--- config.mk ---
export PLATFORM = sky130hd
export DESIGN_NAME = msqc_ctrl
export DESIGN_NICKNAME = d
export VERILOG_FILES = /design/src/rtl/msqc_pkg.sv /design/src/rtl/msqc_ctrl.sv
export SDC_FILE = /design/constraint.sdc
export NUM_CORES = 1
export LEC_CHECK = 0
export CAP_MARGIN = 25
export CORE_AREA = 2 2 39 41
export CTS_CLUSTER_DIAMETER = 30
export CTS_CLUSTER_SIZE = 10
export DETAILED_ROUTE_END_ITERATION = 7
export DIE_AREA = 0 0 41 43
export DONT_BUFFER_PORTS = 1
export PLACE_DENSITY = 0.4
export SYNTH_ARGS = -nofsm -noshare
export SYNTH_HDL_FRONTEND = slang
export SYNTH_SLANG_ARGS = --single-unit
--- constraint.sdc ---
create_clock -name clock -period 1.55 [get_ports clock]
set_clock_uncertainty 0.15 [all_clocks]
set_input_delay 0.31 -clock clock [delete_from_list [all_inputs] [get_ports clock]]
set_output_delay 0.31 -clock clock [all_outputs]
set_load 0.05 [all_outputs]
--- src/rtl/msqc_pkg.sv ---
// ----------------------------------------------------------------------------
// msqc_pkg
// Widths, table depth and controller/datapath interface types.
// ----------------------------------------------------------------------------
`timescale 1ns / 1ps

package msqc_pkg;

   localparam int MAX_TARGET   = 1023;
   localparam int TARGET_W     = 10;
   localparam int TABLE_DEPTH  = MAX_TARGET + 1;
   localparam int ENTRY_W      = 11;
   localparam int ROOT_W       = 6;
   localparam int SQUARE_W     = 11;
   localparam int RESULT_W     = 3;

   // commands from controller to datapath
   typedef struct packed {
      logic load;         // latch target, reset counters
      logic init_write;   // write table[entry] = entry, advance entry
      logic pass_setup;   // entry = current square
      logic pass_step;    // read table[entry-square] and table[entry], advance
      logic next_root;    // root + 1, square = next square
      logic read_result;  // read table[target]
   } ctrl_cmd_type;

   // status from datapath to controller
   typedef struct packed {
      logic entry_last;   // entry counter equals target
      logic square_fits;  // current square <= target
   } dp_status_type;

endpackage

--- src/rtl/msqc_ctrl.sv ---
// ----------------------------------------------------------------------------
// msqc_ctrl
// Sequencer: table init, one pass per square, drain, answer read.
// ----------------------------------------------------------------------------
`timescale 1ns / 1ps

module msqc_ctrl import msqc_pkg::*; (
   input  logic          clock,
   input  logic          reset,
   input  logic          start,
   input  dp_status_type status,
   output ctrl_cmd_type  cmd,
   output logic          busy,
   output logic          rsp_valid
);

   localparam logic [2:0] ST_IDLE  = 3'd0;
   localparam logic [2:0] ST_INIT  = 3'd1;
   localparam logic [2:0] ST_CHECK = 3'd2;
   localparam logic [2:0] ST_RUN   = 3'd3;
   localparam logic [2:0] ST_DRAIN = 3'd4;

   logic [2:0] state_ff, state_in;
   logic       valid_ff, valid_in;

   // next state and commands
   always_comb begin
      state_in = state_ff;
      valid_in = 1'b0;
      cmd      = '0;
      case (state_ff)
         ST_IDLE: begin
            if (start) begin
               cmd.load = 1'b1;
               state_in = ST_INIT;
            end
         end
         ST_INIT: begin
            cmd.init_write = 1'b1;
            if (status.entry_last) begin
               state_in = ST_CHECK;
            end
         end
         ST_CHECK: begin
            if (status.square_fits) begin
               cmd.pass_setup = 1'b1;
               state_in       = ST_RUN;
            end else begin
               cmd.read_result = 1'b1;
               valid_in        = 1'b1;
               state_in        = ST_IDLE;
            end
         end
         ST_RUN: begin
            cmd.pass_step = 1'b1;
            if (status.entry_last) begin
               state_in = ST_DRAIN;
            end
         end
         ST_DRAIN: begin
            // last write of the pass lands here
            cmd.next_root = 1'b1;
            state_in      = ST_CHECK;
         end
         default: begin
            state_in = ST_IDLE;
         end
      endcase
   end

   always_ff @(posedge clock) begin
      if (reset) begin
         state_ff <= ST_IDLE;
         valid_ff <= 1'b0;
      end else begin
         state_ff <= state_in;
         valid_ff <= valid_in;
      end
   end

   assign busy      = (state_ff != ST_IDLE);
   assign rsp_valid = valid_ff;

endmodule

==> flow_summary.toml, run 1 <==
[run_status]
status = "finished, violations left"
violations = "setup timing"

[clock_network]
clk_pin_slew_ns = 0.04
cts_tree = "done"
clk-insertion-delay-late_ns = 0.23
numCtsBuffers = 3
cts_max_path_buffers = 2
cts.sinks = 4
ctsRootBufferMaster = "clkbuf_4"
cts-htree-levels = 1

[placed_design]
dp_hpwl_um = 439
gp_congestion = 0.763
dpl_cell_area_sq_um = 370
portBuffers = 0
place_inst = 49

[final_layout]
diodes = 0
drive_gt1_share_pct = 68.4
final_cells = 54
areaGrowthSynthToFinish_pct = 107
fin_area_sq_um = 460
fin_nets = 45

[global_routing]
antenna_found_initial = 0
grt_first_pass_wirelength_um = 966
grtUsageTotal_pct = 8.43
gr-total-overflow = 0
first_global_vias = 247
grt_max_degree = 7

[floorplanning]
core-area_sq_um = 1380
die_w_um = 41
io_pins = 13
die-area_sq_um = 1760
rows = 14
die_y_um = 43
start_util_pct = 16.1

[detailed_routing]
wl_met1_um = 218
routed_via_density = 4.20
initialDrtViolationCount = 1
wirelength_um = 606
top_layer_used = "met3"
dr_wl_met2_um = 336
ant_nets = 0
drc_errors = 0
wl_met3_um = 52
vias = 227
wl_per_cell_um = 11.2
firstDrtPassIters = 2

[setup_path]
slowest_delay_ns = 0.39
cp_top_family = "simple AND/OR/NAND/NOR gates"
required_ns = 1.09
cp_max_fo = 4
path_class = "reg2out"
r2r-end = "rsp_valid"
cp_slowest_cell = "or3_4"
reg2reg_setup_slack_ns = 0.26
worstReg2RegStart = "state_ff[2]"
crit_arrival_ns = 1.21
crit_path_end_kind = "primary output"
crit_chain = "or3_4 > nor2_4 > buf_12"
cp-start-kind = "flip-flop"
cp.depth = 3
crit_buf_inv = 1
rr_worst_depth = 4

[yosys]
syn_avg_cell_area_sq_um = 8.91
ys_ff_latch = 4
synth_seq_area_share_pct = 36.0
yosysTopAreaCellShare_pct = 36.0
yosys_warnings = 0
syn_area_sq_um = 223
synthTopCellsByArea = "dfxtp_1, nor2b_1, nor4b_2, nor3b_2, a2111oi_1"
synth_area_leader_cell = "dfxtp_1"
synthCells = 25
synth_edf_count = 0
yosys-top-cells-count = "dfxtp_1, nor2b_1, a21oi_1, inv_1, nor2_1"
synth_flop_cell = "dfxtp_1"
async_flop_share_pct = 0
synth.distinct_cells = 16
synth_fp_nets = 30

[min_path]
worst_hold_path_type = "in2reg"
hp-start = "status[1]"
min_path_cells = 1
min_to = "state_ff[0]"

[power]
power_switching_uw = 124
p_int_uw = 263
combinationalPowerShare_pct = 36.7
peakVddDrop_mv = 0.320
swShare_pct = 32.0
powerDensity_nw_per_um2 = 841
p_leak_nw = 0.193
clockPowerShare_pct = 32.8
p_seq_share_pct = 30.5

[timing]
setup_viol = 4
rsz0062_at_grt = "yes"
fin_crit_sh_pct = 108
fmax_mhz = 600
setup_slack_ns = -0.118
hold_violations = 0
worstMarginPinSlew_ns = 0.486
final_max_slew_viol_count = 0
finalCriticalPeriod_ns = 1.67
relSlewSlack_pct = 67.6

[run]
cap_viol_max_count = 0
power groups by stage:
stage | Clock, mW | Sequential [mW] | Combinational, mW
final | 0.127 | 0.118 | 0.142
after global placement | 0 | 0.117 | 0.127
after detailed placement | 0 | 0.117 | 0.128
after floorplan | 0 | 0.117 | 0.0800
after global routing | 0.141 | 0.119 | 0.149
after CTS | 0.134 | 0.117 | 0.140
worst reg2reg max path, stage by stage, from the launching register on:
cell	delay, ns
dfxtp_2	0.34
buf_6	0.13
nor4b_4	0.27
buf_6	0.20
nor2b_1	0.13
per-layer routing:
metal	vias up	track usage (%)
met5	-	0
met4	0	8.00
met3	0	2.62
met2	7	12.5
met1	109	8.65
li1	111	-
registers in the layout, indices dropped and copies added, names as in the netlist:
| name | count |
|---|---|
| rsp_valid | 1 |
| state_ff | 3 |
cell type report:
type,instances,area [sq um]
fill,152,923
multi-input combinational,17,170
timing repair buffer,12,154
sequential,4,86.3
clock buffer,3,22.5
tap,16,20.0
inverter,2,7.51
per-stage QoR:
| step | util, % | setup slack (ns) | power, mW | TNS (ns) | hold slack (ns) |
|---|---|---|---|---|---|
| after floorplan | - | -0.0959 | 0.197 | -0.153 | 0.229 |
| after global placement | 26.8 | 0.0808 | 0.244 | 0 | 0.234 |
| after detailed placement | 26.8 | 0.0788 | 0.245 | 0 | 0.236 |
| after CTS | 32.3 | -0.123 | 0.391 | -0.343 | 0.0119 |
| after global routing | 33.3 | -0.156 | 0.408 | -0.540 | 0.0251 |
| final | 33.3 | -0.118 | 0.387 | -0.335 | 0.0206 |
kinds of logic (layout without fill, tap and decap cells):
kind of cell    count (synthesis)  after routing  share of synthesized area (%)
buf+inv                         4             17                           8.99
xor+xnor                        1              1                           3.93
flops                           4              4                           36.0
simple gates                   12             12                           38.8
compound gates                  4              4                           12.4
worst max-delay path by stage:
stage	startpoint	to
after CTS	state_ff[1]	cmd[5]
after floorplan	state_ff[1]	cmd[5]
after global placement	state_ff[0]	cmd[5]
final	state_ff[2]	cmd[5]
after detailed placement	state_ff[0]	cmd[5]
after global routing	state_ff[1]	cmd[5]
cell usage in the layout (no fill, tap or decap), drive strengths merged, types with 2 or more instances in the layout:
master  count
nor2        2
nor2b       4
a21oi       2
buf        11
clkbuf      3
dfxtp       4
inv         2
what timing repair did:
action | CTS | global route
pin swaps | 4 | 0
endpoints found under the setup margin | 6 | 7
endpoints found under the hold margin | 3 | 0
resized for setup | 12 | 3
buffers inserted | 1 | 0
hold buffers | 1 | 0
No activity file was read; power rests on OpenSTA's default activity.
==> run 2, diff against run 1 <==
==> constraint.sdc (replaced) <==
create_clock -name clock -period 1.8 [get_ports clock]
set_clock_uncertainty 0.15 [all_clocks]
set_input_delay 0.36 -clock clock [delete_from_list [all_inputs] [get_ports clock]]
set_output_delay 0.36 -clock clock [all_outputs]
set_load 0.05 [all_outputs]
==> flow_summary.toml, run 2 (synthesis results as in run 1) <==
[power]
p_seq_share_pct = 36.5
clockPowerShare_pct = 36.8
peakVddDrop_mv = 0.223
powerDensity_nw_per_um2 = 929
power_switching_uw = 91.5
p_int_uw = 194
combinationalPowerShare_pct = 26.7
swShare_pct = 32.0
p_leak_nw = 0.137

[timing]
rsz0062_at_grt = "yes"
setup_viol = 0
hold_violations = 0
finalCriticalPeriod_ns = 1.77
fmax_mhz = 565
worstMarginPinSlew_ns = 0.486
final_max_slew_viol_count = 0
holdWs_ns = 0.0450
relSlewSlack_pct = 67.5
fin_crit_sh_pct = 98.3

[setup_path]
crit_arrival_ns = 1.26
cp-start-kind = "flip-flop"
slowest_delay_ns = 0.41
required_ns = 1.29
rr_worst_depth = 4
cp_max_fo = 7
worstReg2RegStart = "state_ff[0]"
crit_buf_inv = 0
cp_top_family = "simple AND/OR/NAND/NOR gates"
crit_chain = "or3_4 > nor2_4"
r2r-end = "state_ff[2]"
path_class = "reg2out"
cp_slowest_cell = "or3_4"
crit_path_end_kind = "primary output"
reg2reg_setup_slack_ns = 0.50

[clock_network]
ctsRootBufferMaster = "clkbuf_4"
cts_max_path_buffers = 2
cts_tree = "done"
cts.sinks = 4
cts-htree-levels = 1
numCtsBuffers = 3
clk_pin_slew_ns = 0.03
cts_hold_buf = 0
clk-insertion-delay-late_ns = 0.23

[detailed_routing]
initialDrtViolationCount = 0
routed_via_density = 4.06
drc_errors = 0
firstDrtPassIters = 1
wl_per_cell_um = 9.87
vias = 191
wirelength_um = 464
ant_nets = 0

[final_layout]
final_cells = 47
diodes = 0
largest_reg_flops = 3
top_register = "state_ff"
fin_nets = 38
fin_util_pct = 22.2
final_common_cell = "buf_4"
final_cell_mix = "buf_4, nor2b_1, clkbuf_4"
areaGrowthSynthToFinish_pct = 38.2
drive_gt1_share_pct = 48.4

[min_path]
min_to = "state_ff[1]"
hp-start = "reset"
worst_hold_path_type = "in2reg"
min_path_cells = 1

[floorplanning]
die-area_sq_um = 1760
rows = 14
die_w_um = 41
io_pins = 13
core-area_sq_um = 1380
start_util_pct = 16.1
die_y_um = 43

[global_routing]
grt_max_degree = 10
grtUsageTotal_pct = 7.14
first_global_vias = 201
gr-total-overflow = 0
antenna_found_initial = 0
grt_first_pass_wirelength_um = 765

[run]
cap_viol_max_count = 0

[placed_design]
gp_congestion = 0.694
place_inst = 44
dp_hpwl_um = 404
portBuffers = 0

[run_status]
status = "complete, no violations"
## run 2: changes by cell type in the layout (fill, tap and decap cells not counted), sizes merged
cell,delta
buf,-6
dlygate4sd3,-1
## run 2: layout make-up
cell class	instances	area (sq um)
Timing Repair Buffer	5	37.5
Tap cell	16	20.0
Multi-Input combinational cell	17	138
Sequential cell	4	82.6
Clock buffer	3	22.5
Fill cell	164	1080
Inverter	2	7.51
## run 2: worst max-delay path by stage
stage | start | endpoint | slack [ns] | depth (start not counted)
2_1_floorplan | state_ff[1] | cmd[5] | 0.10 | 3
3_3_place_gp | state_ff[0] | cmd[5] | 0.22 | 2
3_5_place_dp | state_ff[0] | cmd[5] | 0.21 | 2
4_1_cts | state_ff[1] | cmd[5] | 0.006 | 2
5_1_grt | state_ff[0] | cmd[5] | -0.003 | 2
6_report | state_ff[0] | cmd[5] | 0.03 | 2
## run 2: power groups by stage
stage	combinational [mW]	clock [mW]	sequential (mW)
floorplan	0.0689	0	0.100
global placement	0.0771	0	0.104
detailed placement	0.0774	0	0.105
CTS	0.0772	0.113	0.104
global route	0.0806	0.116	0.106
finish	0.0763	0.105	0.104
## run 2: metrics by stage
stage / power [mW] / setup slack (ns) / area, sq um / setup TNS (ns)
2_1_floorplan: 0.169 / 0.104 / 238 / 0
6_report: 0.286 / 0.0311 / 308 / 0
3_5_place_dp: 0.182 / 0.208 / 283 / 0
4_1_cts: 0.294 / 0.00621 / 307 / 0
3_3_place_gp: 0.181 / 0.223 / 283 / 0
5_1_grt: 0.302 / -0.00268 / 308 / -0.00268
## run 2: layer usage
metal | vias to the layer above | global-route usage (%) | part of all wire, %
met5 | - | 0 | 0
met4 | 0 | 6.00 | 0
met3 | 0 | 6.81 | 14
met2 | 8 | 9.06 | 54
met1 | 85 | 6.47 | 32
li1 | 98 | - | -
## run 2: repair_timing
| item | in CTS | in global routing |
|---|---|---|
| setup buffers | 0 | 0 |
| pin swaps | 1 | 0 |
| resized for setup | 1 | 1 |
| setup endpoints to repair | 1 | 3 |
==> run 3, diff against run 2 <==
--- a/config.mk
+++ b/config.mk
@@ -6,13 +6,15 @@
 export NUM_CORES = 1
 export LEC_CHECK = 0
 export CAP_MARGIN = 25
+export CELL_PAD_IN_SITES_DETAIL_PLACEMENT = 2
+export CELL_PAD_IN_SITES_GLOBAL_PLACEMENT = 2
 export CORE_AREA = 2 2 39 41
 export CTS_CLUSTER_DIAMETER = 30
 export CTS_CLUSTER_SIZE = 10
 export DETAILED_ROUTE_END_ITERATION = 7
 export DIE_AREA = 0 0 41 43
 export DONT_BUFFER_PORTS = 1
-export PLACE_DENSITY = 0.4
+export PLACE_DENSITY = 0.56
 export SYNTH_ARGS = -nofsm -noshare
 export SYNTH_HDL_FRONTEND = slang
 export SYNTH_SLANG_ARGS = --single-unit
==> flow_summary.toml, run 3 (synthesis results as in run 1) <==
[floorplanning]
die_w_um = 41
die_y_um = 43
io_pins = 13
start_util_pct = 16.1
die-area_sq_um = 1760
rows = 14
core-area_sq_um = 1380

[global_routing]
first_global_vias = 234
gr-usage-met2_pct = 13.1
grt_use_met1_pct = 8.97
gr-total-overflow = 0
use_met3_pct = 3.14
gr-max-usage-layer = "met2"
grt_max_degree = 8
antenna_found_initial = 0
grtUsageTotal_pct = 8.83
grt_first_pass_wirelength_um = 1000

[final_layout]
largest_reg_flops = 3
diodes = 0
drive_gt1_share_pct = 51.5
fin_nets = 40
top_register = "state_ff"
areaGrowthSynthToFinish_pct = 47.2
fin_util_pct = 23.7
final_cell_mix = "buf_4, nor2b_1, clkbuf_4"
final_common_cell = "buf_4"

[power]
peakVddDrop_mv = 0.231
p_int_uw = 195
power_switching_uw = 96.5
p_seq_share_pct = 34.5
p_leak_nw = 0.149
swShare_pct = 33.1
clockPowerShare_pct = 37.3
powerDensity_nw_per_um2 = 888
combinationalPowerShare_pct = 28.1

[clock_network]
cts_hold_buf = 0
clk-insertion-delay-late_ns = 0.23
cts.sinks = 4
numCtsBuffers = 3
clk_pin_slew_ns = 0.04
cts_max_path_buffers = 2
cts-htree-levels = 1
cts_tree = "done"
ctsRootBufferMaster = "clkbuf_4"

[setup_path]
crit_chain = "or3_4 > nor2_4"
slowest_delay_ns = 0.40
cp-start-kind = "flip-flop"
cp_top_family = "simple AND/OR/NAND/NOR gates"
worstSetupStartpoint = "state_ff[2]"
crit_buf_inv = 0
cp_max_fo = 5
required_ns = 1.29
crit_path_end_kind = "primary output"
cp_slowest_cell = "or3_4"
crit_arrival_ns = 1.29
path_class = "reg2out"
worstReg2RegStart = "state_ff[1]"

[placed_design]
pre_cts_slack_ns = 0.199
portBuffers = 0
gp_congestion = 0.641
dp_hpwl_um = 495

[run]
cap_viol_max_count = 0

[timing]
worstMarginPinSlew_ns = 0.488
rsz0062_at_grt = "yes"
fmax_mhz = 557
final_max_slew_viol_count = 0
relSlewSlack_pct = 67.4
finalCriticalPeriod_ns = 1.80
fin_crit_sh_pct = 99.7
hold_violations = 0
setup_viol = 0
setup_slack_ns = 0.00479

[min_path]
hp-start = "reset"
worst_hold_path_type = "in2reg"

[detailed_routing]
routed_via_density = 4.18
initialDrtViolationCount = 1
ant_nets = 0
wl_per_cell_um = 12.3
wirelength_um = 602
firstDrtPassIters = 3
vias = 205
drc_errors = 0

[run_status]
status = "complete, no violations"
==> run 3: final timing paths <==
kind / cells past startpoint / slack [ns] / to
setup reg to reg: 5 / 0.46 / state_ff[1]
setup / recovery: 2 / 0.005 / cmd[5]
hold reg to reg: 1 / 0.33 / state_ff[0]
hold / removal: 1 / 0.04 / rsp_valid
==> run 3: cell type report <==
type / count / area, sq um
clock buffers: 3 / 22.5
fillers: 162 / 1060
inverters: 2 / 7.51
multi-input cells: 17 / 138
flip-flops and latches: 4 / 87.6
well taps: 16 / 20.0
repair buffers: 7 / 52.6
==> run 3: routing by layer <==
layer  vias up  share of wire, %
met5         -                 0
met3         0                11
li1        101                 -
met1        95                33
met2         9                55
met4         0                 0
==> run 3: per-stage QoR <==
| step | TNS, ns | cell area [sq um] | hold slack [ns] | power [mW] | instances |
|---|---|---|---|---|---|
| 2_1_floorplan | 0 | 238 | 0.279 | 0.169 | 25 |
| 3_3_place_gp | 0 | 290 | 0.284 | 0.184 | 45 |
| 3_5_place_dp | 0 | 290 | 0.289 | 0.186 | 45 |
| 4_1_cts | 0 | 314 | 0.0329 | 0.302 | 48 |
| 5_1_grt | -0.0346 | 328 | 0.0271 | 0.316 | 49 |
| 6_report | 0 | 328 | 0.0441 | 0.291 | 49 |
==> run 3: repair_timing <==
action | in CTS | in global routing
endpoints found under the setup margin | 3 | 1
resized for setup | 1 | 3
pin swaps | 1 | 2
buffers inserted | 0 | 1
==> run 3: power by group through the flow <==
| stage | clock network (mW) | logic (mW) | registers [mW] |
|---|---|---|---|
| after global placement | 0 | 0.0817 | 0.103 |
| final | 0.109 | 0.0819 | 0.101 |
| after CTS | 0.117 | 0.0829 | 0.102 |
| after global routing | 0.127 | 0.0875 | 0.101 |
| after detailed placement | 0 | 0.0830 | 0.103 |
| after floorplan | 0 | 0.0689 | 0.100 |
